`src/hdl/mds_pkg.sv`:
```
// ============================================================================
// Maze DFS solver package
// Grid geometry, cell codes, opcodes and the command and status bundles that
// join the solver's controller and datapath.
// ============================================================================
package mds_pkg;

  // Grid geometry.
  localparam int ROWS    = 32;
  localparam int COLS    = 32;
  localparam int CELLS   = ROWS * COLS;
  localparam int CROW_W  = (ROWS > 1) ? $clog2(ROWS) : 1;
  localparam int CCOL_W  = (COLS > 1) ? $clog2(COLS) : 1;
  localparam int IDX_W   = $clog2(CELLS);
  localparam int DEPTH_W = $clog2(CELLS + 1);
  localparam int STK_W   = CROW_W + CCOL_W;

  // Transaction field widths.
  localparam int OP_W   = 2;
  localparam int ROW_W  = 5;
  localparam int COL_W  = 5;
  localparam int CELL_W = 8;

  // Cell codes.
  localparam logic [CELL_W-1:0] CELL_OPEN    = 8'd32;
  localparam logic [CELL_W-1:0] CELL_VISITED = 8'd46;
  localparam logic [CELL_W-1:0] CELL_DEAD    = 8'd126;

  // Opcodes. The reserved code is taken and dropped without a result.
  localparam logic [OP_W-1:0] OP_LOAD  = 2'd0;
  localparam logic [OP_W-1:0] OP_SOLVE = 2'd1;
  localparam logic [OP_W-1:0] OP_READ  = 2'd2;
  localparam logic [OP_W-1:0] OP_RSVD  = 2'd3;

  // Result kinds.
  localparam logic KIND_SOLVE = 1'b0;
  localparam logic KIND_READ  = 1'b1;

  // Neighbor search order.
  localparam logic [1:0] DIR_DOWN  = 2'd0;
  localparam logic [1:0] DIR_RIGHT = 2'd1;
  localparam logic [1:0] DIR_LEFT  = 2'd2;
  localparam logic [1:0] DIR_UP    = 2'd3;

  typedef enum logic [1:0] {
    ADDR_IN,
    ADDR_CUR,
    ADDR_NBR
  } addr_sel_e;

  typedef enum logic [1:0] {
    WD_IN,
    WD_VISITED,
    WD_DEAD
  } wdata_sel_e;

  typedef struct packed {
    logic       req_ld;
    logic       grid_we;
    logic       grid_re;
    addr_sel_e  addr_sel;
    wdata_sel_e wd_sel;
    logic       depth_init;
    logic       push;
    logic       pop;
    logic       cur_from_stk;
    logic       dir_clr;
    logic       dir_inc;
    logic       out_ld;
    logic       out_kind;
    logic       out_found;
  } mds_cmd_t;

  typedef struct packed {
    logic in_in_grid;
    logic start_in;
    logic start_is_goal;
    logic nbr_ok;
    logic nbr_open;
    logic nbr_is_goal;
    logic dir_last;
    logic depth_one;
    logic out_free;
  } mds_sts_t;

  function automatic logic [IDX_W-1:0] cell_idx(input logic [CROW_W-1:0] r,
                                                input logic [CCOL_W-1:0] c);
    return IDX_W'(int'(r) * COLS + int'(c));
  endfunction

endpackage

```
`src/hdl/mds_ctrl.sv`:
```
// ============================================================================
// Maze DFS solver controller
// Sequences load, read and solve transactions and drives the datapath.
// ============================================================================
module mds_ctrl import mds_pkg::*; (
  input  logic            clk_i,
  input  logic            rst_ni,
  input  logic            in_valid_i,
  output logic            in_stall_o,
  input  logic [OP_W-1:0] opcode_i,
  input  mds_sts_t        sts_i,
  output mds_cmd_t        cmd_o
);

  localparam int         STATE_W = 3;
  localparam logic [2:0] S_IDLE  = 3'd0;
  localparam logic [2:0] S_READ  = 3'd1;
  localparam logic [2:0] S_START = 3'd2;
  localparam logic [2:0] S_PROBE = 3'd3;
  localparam logic [2:0] S_CHECK = 3'd4;
  localparam logic [2:0] S_DEAD  = 3'd5;
  localparam logic [2:0] S_POP   = 3'd6;
  localparam logic [2:0] S_DONE  = 3'd7;

  logic [STATE_W-1:0] state_q, state_d;
  logic               found_q, found_d;
  logic               in_acc;

  assign in_stall_o = (state_q != S_IDLE);
  assign in_acc     = in_valid_i && !in_stall_o;

  always_comb begin
    cmd_o          = '0;
    cmd_o.addr_sel = ADDR_IN;
    cmd_o.wd_sel   = WD_IN;
    state_d        = state_q;
    found_d        = found_q;
    case (state_q)
      S_IDLE: begin
        if (in_acc) begin
          cmd_o.req_ld = 1'b1;
          case (opcode_i)
            OP_LOAD: begin
              cmd_o.grid_we = sts_i.in_in_grid;
            end
            OP_READ: begin
              cmd_o.grid_re = 1'b1;
              state_d       = S_READ;
            end
            OP_SOLVE: begin
              state_d = S_START;
            end
            default: begin
              state_d = S_IDLE;
            end
          endcase
        end
      end
      S_READ: begin
        if (sts_i.out_free) begin
          cmd_o.out_ld   = 1'b1;
          cmd_o.out_kind = KIND_READ;
          state_d        = S_IDLE;
        end
      end
      S_START: begin
        if (!sts_i.start_in) begin
          found_d = 1'b0;
          state_d = S_DONE;
        end else begin
          cmd_o.grid_we    = 1'b1;
          cmd_o.addr_sel   = ADDR_CUR;
          cmd_o.wd_sel     = WD_VISITED;
          cmd_o.depth_init = 1'b1;
          cmd_o.dir_clr    = 1'b1;
          if (sts_i.start_is_goal) begin
            found_d = 1'b1;
            state_d = S_DONE;
          end else begin
            state_d = S_PROBE;
          end
        end
      end
      S_PROBE: begin
        if (sts_i.nbr_ok) begin
          cmd_o.grid_re  = 1'b1;
          cmd_o.addr_sel = ADDR_NBR;
          state_d        = S_CHECK;
        end else if (sts_i.dir_last) begin
          state_d = S_DEAD;
        end else begin
          cmd_o.dir_inc = 1'b1;
        end
      end
      S_CHECK: begin
        if (sts_i.nbr_open) begin
          cmd_o.grid_we  = 1'b1;
          cmd_o.addr_sel = ADDR_NBR;
          cmd_o.wd_sel   = WD_VISITED;
          if (sts_i.nbr_is_goal) begin
            found_d = 1'b1;
            state_d = S_DONE;
          end else begin
            cmd_o.push    = 1'b1;
            cmd_o.dir_clr = 1'b1;
            state_d       = S_PROBE;
          end
        end else if (sts_i.dir_last) begin
          state_d = S_DEAD;
        end else begin
          cmd_o.dir_inc = 1'b1;
          state_d       = S_PROBE;
        end
      end
      S_DEAD: begin
        cmd_o.grid_we  = 1'b1;
        cmd_o.addr_sel = ADDR_CUR;
        cmd_o.wd_sel   = WD_DEAD;
        cmd_o.pop      = 1'b1;
        if (sts_i.depth_one) begin
          found_d = 1'b0;
          state_d = S_DONE;
        end else begin
          state_d = S_POP;
        end
      end
      S_POP: begin
        cmd_o.cur_from_stk = 1'b1;
        cmd_o.dir_clr      = 1'b1;
        state_d            = S_PROBE;
      end
      S_DONE: begin
        if (sts_i.out_free) begin
          cmd_o.out_ld    = 1'b1;
          cmd_o.out_kind  = KIND_SOLVE;
          cmd_o.out_found = found_q;
          state_d         = S_IDLE;
        end
      end
      default: begin
        state_d = S_IDLE;
      end
    endcase
  end

  always_ff @(posedge clk_i or negedge rst_ni) begin
    if (!rst_ni) begin
      state_q <= S_IDLE;
      found_q <= 1'b0;
    end else begin
      state_q <= state_d;
      found_q <= found_d;
    end
  end

`ifndef SYNTHESIS
  // The controller leaves idle only for an accepted transaction.
  a_idle_hold: assert property (@(posedge clk_i) disable iff (!rst_ni)
    (state_q == S_IDLE && !in_acc) |=> (state_q == S_IDLE))
    else $error("left idle without a transaction");

  // Results come only from the read and solve-finish states.
  a_out_source: assert property (@(posedge clk_i) disable iff (!rst_ni)
    cmd_o.out_ld |-> (state_q == S_READ || state_q == S_DONE))
    else $error("result written from an unexpected state");

  // A finished solve waits while the output register is blocked.
  a_done_wait: assert property (@(posedge clk_i) disable iff (!rst_ni)
    (state_q == S_DONE && !sts_i.out_free) |=> (state_q == S_DONE && $stable(found_q)))
    else $error("solve answer lost while output blocked");
`endif

endmodule

```
`config.mk`:
```
export PLATFORM = sky130hd
export DESIGN_NAME = mds_ctrl
export DESIGN_NICKNAME = d
export VERILOG_FILES = /design/src/hdl/mds_pkg.sv /design/src/hdl/mds_ctrl.sv
export SDC_FILE = /design/constraint.sdc
export NUM_CORES = 1
export LEC_CHECK = 0
export ABC_AREA = 1
export ABC_CLOCK_PERIOD_IN_PS = 1660
export BUFFER_PORTS_ARGS = -buffer_cell sky130_fd_sc_hd__buf_2
export CAP_MARGIN = 40
export CORE_MARGIN = 1
export CORE_UTILIZATION = 40
export CTS_BUF_LIST = sky130_fd_sc_hd__clkbuf_8 sky130_fd_sc_hd__clkbuf_16
export DETAILED_ROUTE_END_ITERATION = 12
export MAX_ROUTING_LAYER = met4
export PLACE_DENSITY = 0.71
export SYNTH_ARGS = -nofsm -noshare
export SYNTH_HDL_FRONTEND = slang
export SYNTH_SLANG_ARGS = --single-unit
```
`constraint.sdc`:
```
create_clock -name clk_i -period 1.66 [get_ports clk_i]
set_clock_uncertainty 0.05 [all_clocks]
set_input_delay 0.083 -clock clk_i [delete_from_list [all_inputs] [get_ports clk_i]]
set_output_delay 0.083 -clock clk_i [all_outputs]
set_load 0.1 [all_outputs]
```
==> results of run 1 <==
cells by family after synthesis:
logic type	Yosys count
AND/OR/NAND/NOR	82
buffers and inverters	22
AO/OA/AOI/OAI	8
flip-flops	4
adder cells (fa/ha/maj)	2
metrics by stage:
stage	util	cell area, um2
after detailed placement	0.838	1260
after global placement	0.838	1260
after floorplan	-	792
==> reports/qor.txt, run 1 <==
Die span in x - 42.3 um
I/O Pins - 31
Sequential area share after synthesis - 0.154
FFs w/ async S/R, synth - 1.00
H-Tree Depth - 1
Placer Congestion - 0.886
Post-DP HPWL - 1820 um
Post-synth EDFFs - 0
Top post-synthesis cells by area - nand2_1 (25%), dfrtp_1 (15%), inv_1 (10%)
First Err - [ERROR DPL-0033] detailed placement checks failed during check placement.
Avg Cell Area, Syn - 5.50 um2
Count of warnings emitted by yosys - 0
Mapped Area - 649 um2
Initial Utilization - 0.431
Run status - did not finish
Cell total after placement - 171
Compound-Gate Fraction of Synth Area - 0.0655
Top-area cell type share of the netlist area - 0.249
Post-CTS Setup Bufs - 14
Proportion of synthesized area in mux cells - 0
Post-synthesis cell count - 118
I/O Buffers - 30
Halt Stage - clock tree synthesis
Simple-gate portion of the synthesized area - 0.593
Combinational family with the most area after synthesis - simple AND/OR/NAND/NOR gates
Commonest cells post-synth - nand2_1 (43), inv_1 (18), nand3_1 (12), nor2_1 (9)
# rows - 14
Root buf cell - clkbuf_8
Synth Flop Type - dfrtp_1
Flops & latches, synth - 4
Area leader, netlist - nand2_1
Syn nets - 134
Xor and xnor area share after synthesis - 0
CTS sink count - 4
CTS Buf Count - 3
Post-Synth Adder-Cell Area - 0.0385
Die Y-Extent - 42.3 um
Clock buffer depth - 2
Hold_buf cts - 1
Post-synthesis cell type count - 21
Setup WS pre-CTS - -45.6 ps
Most frequent cell after synthesis - nand2_1
Resized cells post-CTS - 11
==> inputs of run 2 (changes only) <==
==> config.mk (replaced) <==
export PLATFORM = sky130hd
export DESIGN_NAME = mds_ctrl
export DESIGN_NICKNAME = d
export VERILOG_FILES = /design/src/hdl/mds_pkg.sv /design/src/hdl/mds_ctrl.sv
export SDC_FILE = /design/constraint.sdc
export NUM_CORES = 1
export LEC_CHECK = 0
export ABC_AREA = 1
export ABC_CLOCK_PERIOD_IN_PS = 2200
export BUFFER_PORTS_ARGS = -buffer_cell sky130_fd_sc_hd__buf_2
export CAP_MARGIN = 40
export CORE_AREA = 2 2 63 65
export DETAILED_ROUTE_END_ITERATION = 12
export DIE_AREA = 0 0 65 67
export PLACE_DENSITY_LB_ADDON = 0.15
export SYNTH_ARGS = -nofsm -noshare
export SYNTH_HDL_FRONTEND = slang
export SYNTH_SLANG_ARGS = --single-unit
==> constraint.sdc (replaced) <==
create_clock -name clk_i -period 2.2 [get_ports clk_i]
set_clock_uncertainty 0.05 [all_clocks]
set_input_delay 0.11 -clock clk_i [delete_from_list [all_inputs] [get_ports clk_i]]
set_output_delay 0.11 -clock clk_i [all_outputs]
set_load 0.1 [all_outputs]
==> reports/qor.txt, run 2 <==
I/O Pins - 31 (unchanged)
Startpoint Class - flop
CP max FO - 13
Post-synthesis cell type count - 21 (unchanged)
Power per cell area - 1610 nW/um2
Drt total wl - 1960 um
CTS sink count - 4 (unchanged)
Antenna Cells - 0
CORE AREA - 3610 um2
CTS clk-pin slew, worst paths - 30 ps
Cell total after placement - 196 (+15%)
Layout Cells excl Fill - 200
# rows - 22 (+8)
Detailed-route wire length per cell - 9.81 um
Top-area cell type share of the netlist area - 0.249 (unchanged)
Final Slew Violations - 0
Die span in x - 65 um (+54%)
Nets - 170
Top post-synthesis cells by area - nand2_1 (25%), dfrtp_1 (15%), inv_1 (10%)
Period Utilization, post-route - 0.939
Max-slew headroom - 0.676
FFs w/ async S/R, synth - 1.00 (unchanged)
Clock buffer depth - 2 (unchanged)
Worst Max-Slew Pin Slew - 486 ps
Worst-Skew Late Latency - 210 ps
GRT Resource Usage Total - 0.100
I/O Buffers - 30 (unchanged)
RSZ-0062 raised after global routing - false
Biggest regs - state_q (3), found_q (1)
Worst path required time - 2040 ps
Fmax - 0.484 GHz
Die Y-Extent - 67 um (+58%)
Critical path type - flop to output pin
Largest net degree at the start of global routing - 14
Setup WS pre-CTS - 347 ps (+393 ps)
Syn nets - 134 (unchanged)
Post-synthesis cell count - 118 (unchanged)
Placer Congestion - 0.811 (-8.5%)
PnR worst setup slack - 134 ps
Sequential area share after synthesis - 0.154 (unchanged)
Area growth, synth to finish - 60.5%
Area leader, netlist - nand2_1
Worst reg2reg path depth - 9
DRT antenna net count - 0
Pre-Repair DR Iteration Count - 4
Largest reg by FF count - state_q
P_leak - 0.000611 uW
Max VDD drop - 0.000573 V
Count of warnings emitted by yosys - 0 (unchanged)
Total global routing overflow - 0
CTS Buf Count - 3 (unchanged)
TritonCTS clock tree - done
Die Area - 4360 um2
Worst setup EP type - output pin
1st-iter DRT viols - 36
Vias - 799
Run status - finished, final reports clean
Fraction of layout cells with a size suffix above 1 - 0.395
Most common library cell in the layout ignoring fill and taps - nand2_1
Final Setup Violations - 0
Tightest Hold Check Type - primary input to asynchronous set/reset pin
Avg Cell Area, Syn - 5.50 um2 (unchanged)
Max reg flops - 3
Post-DP HPWL - 1730 um (-5.0%)
Initial Utilization - 0.180 (-0.251)
Via density - 4.00
Post-synth EDFFs - 0 (unchanged)
Final hold violation count - 0
Max Cap Violations - 0
H-Tree Depth - 1 (unchanged)
DRC Markers - 0
Mapped Area - 649 um2 (unchanged)
First-pass GRT wire length - 3430 um
Most frequent cells in the layout - nand2_1 (40), buf_2 (26), inv_1 (18), nand3_1 (11), nor2_1 (7)
Initial antenna violation count - 0
Power Total - 1680 uW
Commonest cells post-synth - nand2_1 (43), inv_1 (18), nand3_1 (12), nor2_1 (9)
Flops & latches, synth - 4 (unchanged)
Root buf cell - clkbuf_8
Vias in the first global route - 790
Critical path data arrival time - 1910 ps
Most frequent cell after synthesis - nand2_1
Synth Flop Type - dfrtp_1
Tmin final - 2070 ps
-- run 2: logic make-up (layout without fill, tap and decap cells) --
logic type      count (synthesis)  in the layout  synth area share
fa+ha+maj                       2              2            0.0385
flops                           4              4             0.154
compound gates                  8              8            0.0655
buf+inv                        22             56             0.148
simple gates                   82             82             0.593
-- run 2: final timing paths --
check | end | slack (ps) | startpoint
max in group asynchronous | state_q[2] | 1800 | rst_ni
hold / removal | state_q[1] | 180 | rst_ni
setup / recovery | cmd_o[7] | 130 | state_q[2]
min in group clk_i | found_q | 250 | sts_i[7]
hold reg to reg | found_q | 440 | found_q
setup reg to reg | state_q[0] | 320 | state_q[2]
-- run 2: layer usage --
layer / vias to the layer above / wire [um] / GRT usage / share of wire
li1: 441 / - / - / -
met1: 345 / 958 / 0.126 / 0.49
met2: 13 / 957 / 0.178 / 0.49
met3: 0 / 45 / 0.0152 / 0.023
met4: 0 / 0 / 0.0239 / 0
met5: - / 0 / 0 / 0
-- run 2: worst max-delay path, stage by stage, from the launching register on --
cell and delay (ps):
dfrtp_1 630, nand2_4 110, nor2_4 160, nand2_2 100, or2_1 230, inv_2 50, buf_2 410
-- run 2: final cells by class --
type	instances	area [um2]
clock buffer	3	41.3
sequential	4	100
multi-input combinational	92	528
fill	408	2560
inverter	20	77.6
timing repair buffer	33	235
tap	48	60.1
-- run 2: through the flow --
step	setup TNS [ps]	utilization	hold WS [ps]	area (um2)
floorplan	-453	-	-236	724
global placement	0	0.275	-132	991
detailed placement	0	0.275	-126	991
CTS	0	0.289	180	1040
global route	0	0.289	200	1040
finish	0	0.289	184	1040
-- run 2: report_power, final --
group	switching [uW]	internal, uW	total [uW]
Combinational	985	356	1340
Clock	33.9	116	150
Sequential	81.5	106	188
-- run 2: timing repair --
item                                   in CTS  in global routing
hold buffers                                1                  0
endpoints found under the hold margin       4                  0
setup buffers                               0                  0
resized for setup                           0                  0
(Power assumes the default switching activity.)
==> inputs of run 3 (changes only) <==
--- a/config.mk
+++ b/config.mk
@@ -6,12 +6,13 @@
 export NUM_CORES = 1
 export LEC_CHECK = 0
 export ABC_AREA = 1
-export ABC_CLOCK_PERIOD_IN_PS = 2200
+export ABC_CLOCK_PERIOD_IN_PS = 1900
 export BUFFER_PORTS_ARGS = -buffer_cell sky130_fd_sc_hd__buf_2
 export CAP_MARGIN = 40
 export CORE_AREA = 2 2 63 65
 export DETAILED_ROUTE_END_ITERATION = 12
 export DIE_AREA = 0 0 65 67
+export GPL_TIMING_DRIVEN = 0
 export PLACE_DENSITY_LB_ADDON = 0.15
 export SYNTH_ARGS = -nofsm -noshare
 export SYNTH_HDL_FRONTEND = slang
==> constraint.sdc (replaced) <==
create_clock -name clk_i -period 1.9 [get_ports clk_i]
set_clock_uncertainty 0.05 [all_clocks]
set_input_delay 0.095 -clock clk_i [delete_from_list [all_inputs] [get_ports clk_i]]
set_output_delay 0.095 -clock clk_i [all_outputs]
set_load 0.1 [all_outputs]
==> reports/qor.txt, run 3 (synthesized netlist as in run 2, its figures left out) <==
Max Cap Violations - 0 (unchanged)
P_leak - 0.000628 uW (+2.8%)
# rows - 22 (unchanged)
DRT antenna net count - 0 (unchanged)
Total global routing overflow - 0 (unchanged)
Worst-Skew Late Latency - 210 ps (about the same)
Largest net degree at the start of global routing - 11 (-3)
Max reg flops - 3 (unchanged)
Initial Utilization - 0.180 (unchanged)
Placer Congestion - 0.846 (+4.3%)
Final Slew Violations - 0 (unchanged)
Critical path data arrival time - 1670 ps (-240 ps)
Multi-input gate area - 548 um2 (+3.8%)
I/O Buffers - 30 (unchanged)
Startpoint Class - flop
Vias in the first global route - 783 (-0.89%)
Post-route design area - 1080 um2 (+3.4%)
First-pass GRT wire length - 3390 um (-1.0%)
Worst reg2reg path depth - 9 (unchanged)
NetSw - 1310 uW (+19%)
Drt total wl - 2010 um (+2.5%)
I/O Pins - 31 (unchanged)
Most common library cell in the layout ignoring fill and taps - nand2_1
Tmin final - 1820 ps
Combinational power share - 0.824 (+0.025)
Die span in x - 65 um (unchanged)
Internal power consumption - 690 uW (+19%)
Power per cell area - 1850 nW/um2 (+15%)
Pre-Repair DR Iteration Count - 4 (unchanged)
Root buf cell - clkbuf_8
H-Tree Depth - 1 (unchanged)
Clock buffer depth - 2 (unchanged)
Seq. cell area - 101 um2 (+1.2%)
TritonCTS clock tree - done
Most frequent cells in the layout - nand2_1 (40), buf_2 (22), inv_1 (16), nand3_1 (11), buf_4 (8)
Max-slew headroom - 0.677 (+0.00110)
DRC Markers - 0 (unchanged)
Sw frac - 0.654 (-0.00107)
Biggest regs - state_q (3), found_q (1)
Area growth, synth to finish - 65.9%
CTS Buf Count - 3 (unchanged)
Period Utilization, post-route - 0.956
1st-iter DRT viols - 49 (+36%)
Detailed-route wire length per cell - 9.91 um (+1.0%)
Reg-to-Reg End - state_q[0]
RSZ-0062 raised after global routing - false
Setup TNS - 0 ps (unchanged)
Die Area - 4360 um2 (unchanged)
Tightest Hold Check Type - primary input to asynchronous set/reset pin
Reg power frac - 0.088 (-0.024)
Reg2Reg Setup Slack - 140 ps (-180 ps)
Die Y-Extent - 67 um (unchanged)
Vias - 830 (+3.9%)
Run status - finished, final reports clean
Worst path required time - 1750 ps (-290 ps)
Worst setup EP type - output pin
FF-to-FF Start - state_q[1]
Critical path type - flop to output pin
Fmax - 0.551 GHz
CTS clk-pin slew, worst paths - 30 ps (about the same)
Clock power frac - 0.088 (about the same)
Fin util - 0.299 (+0.00972)
CP max FO - 8 (-5)
Post-DP Area - 951 um2 (-4.0%)
Fraction of layout cells with a size suffix above 1 - 0.439 (+0.0440)
Final hold violation count - 0 (unchanged)
Initial antenna violation count - 0 (unchanged)
Post-DP HPWL - 1750 um (+1.4%)
Antenna Cells - 0 (unchanged)
CORE AREA - 3610 um2 (unchanged)
Nets - 173 (+1.8%)
Max VDD drop - 0.000665 V (+16%)
Final Setup Violations - 0 (unchanged)
Filler cells - 396 (-2.9%)
Largest reg by FF count - state_q
Worst Max-Slew Pin Slew - 488 ps (+1.71 ps)
GRT Resource Usage Total - 0.0987 (-0.00135)
Via density - 4.09 (+2.3%)
CTS sink count - 4 (unchanged)
## run 3: cell count changes in the layout (fill, tap and decap cells not counted), sizes merged
cell    delta
clkinv     +1
clkbuf     +1
inv        -1
buf        +2
## run 3: timing repair
action / CTS / global route
pin swaps: 0 / 1
resized for setup: 12 / 6
setup buffers: 0 / 3
endpoints found under the setup margin: 8 / 6
endpoints found under the hold margin: 4 / 0
hold buffers: 1 / 0
## run 3: worst max-delay path by stage
stage	from	endpoint	slack [ps]	cells past startpoint
2_1_floorplan	state_q[2]	cmd_o[14]	-640	5
3_3_place_gp	state_q[1]	cmd_o[4]	-30	9
3_5_place_dp	state_q[1]	cmd_o[4]	-20	9
4_1_cts	state_q[1]	cmd_o[4]	2	9
5_1_grt	state_q[1]	cmd_o[3]	0.02	7
6_report	state_q[1]	cmd_o[4]	80	9
## run 3: per-stage QoR
stage	std cells	setup WS [ps]	hold slack [ps]	total power (uW)
2_1_floorplan	118	-636	-251	1500
3_3_place_gp	196	-32.3	-147	1740
3_5_place_dp	196	-22.2	-146	1740
4_1_cts	200	2.09	166	1970
5_1_grt	203	0.0189	164	2150
6_report	203	84.3	162	2000
## run 3: area by class of cell
type / instances / share of cell area
inverter: 20 / 0.0790
sequential: 4 / 0.0941
timing repair buffer: 34 / 0.203
multi-input combinational: 92 / 0.509
buffer: 2 / 0.0209
tap: 48 / 0.0557
clock buffer: 3 / 0.0383
## run 3: per-layer routing
layer  track usage  wire length [um]
met1         0.130               966
met5             0                 0
met4        0.0319                 0
met2         0.171               983
met3       0.00507                61
## run 3: power groups by stage
stage,clock network [uW],registers (uW),logic (uW)
detailed placement,0,176,1570
global placement,0,176,1570
floorplan,0,162,1340
finish,176,175,1650
global route,192,183,1770
CTS,182,176,1610
## run 3: critical path, cell delays in order, from the launching register on
cell and delay, ps:
dfrtp_2 460, clkinv_4 110, nand2_4 60, nor2_4 170, nand2_4 80, or2_4 240
inv_4 50, nor2_1 50, nand2_4 70, buf_12 170
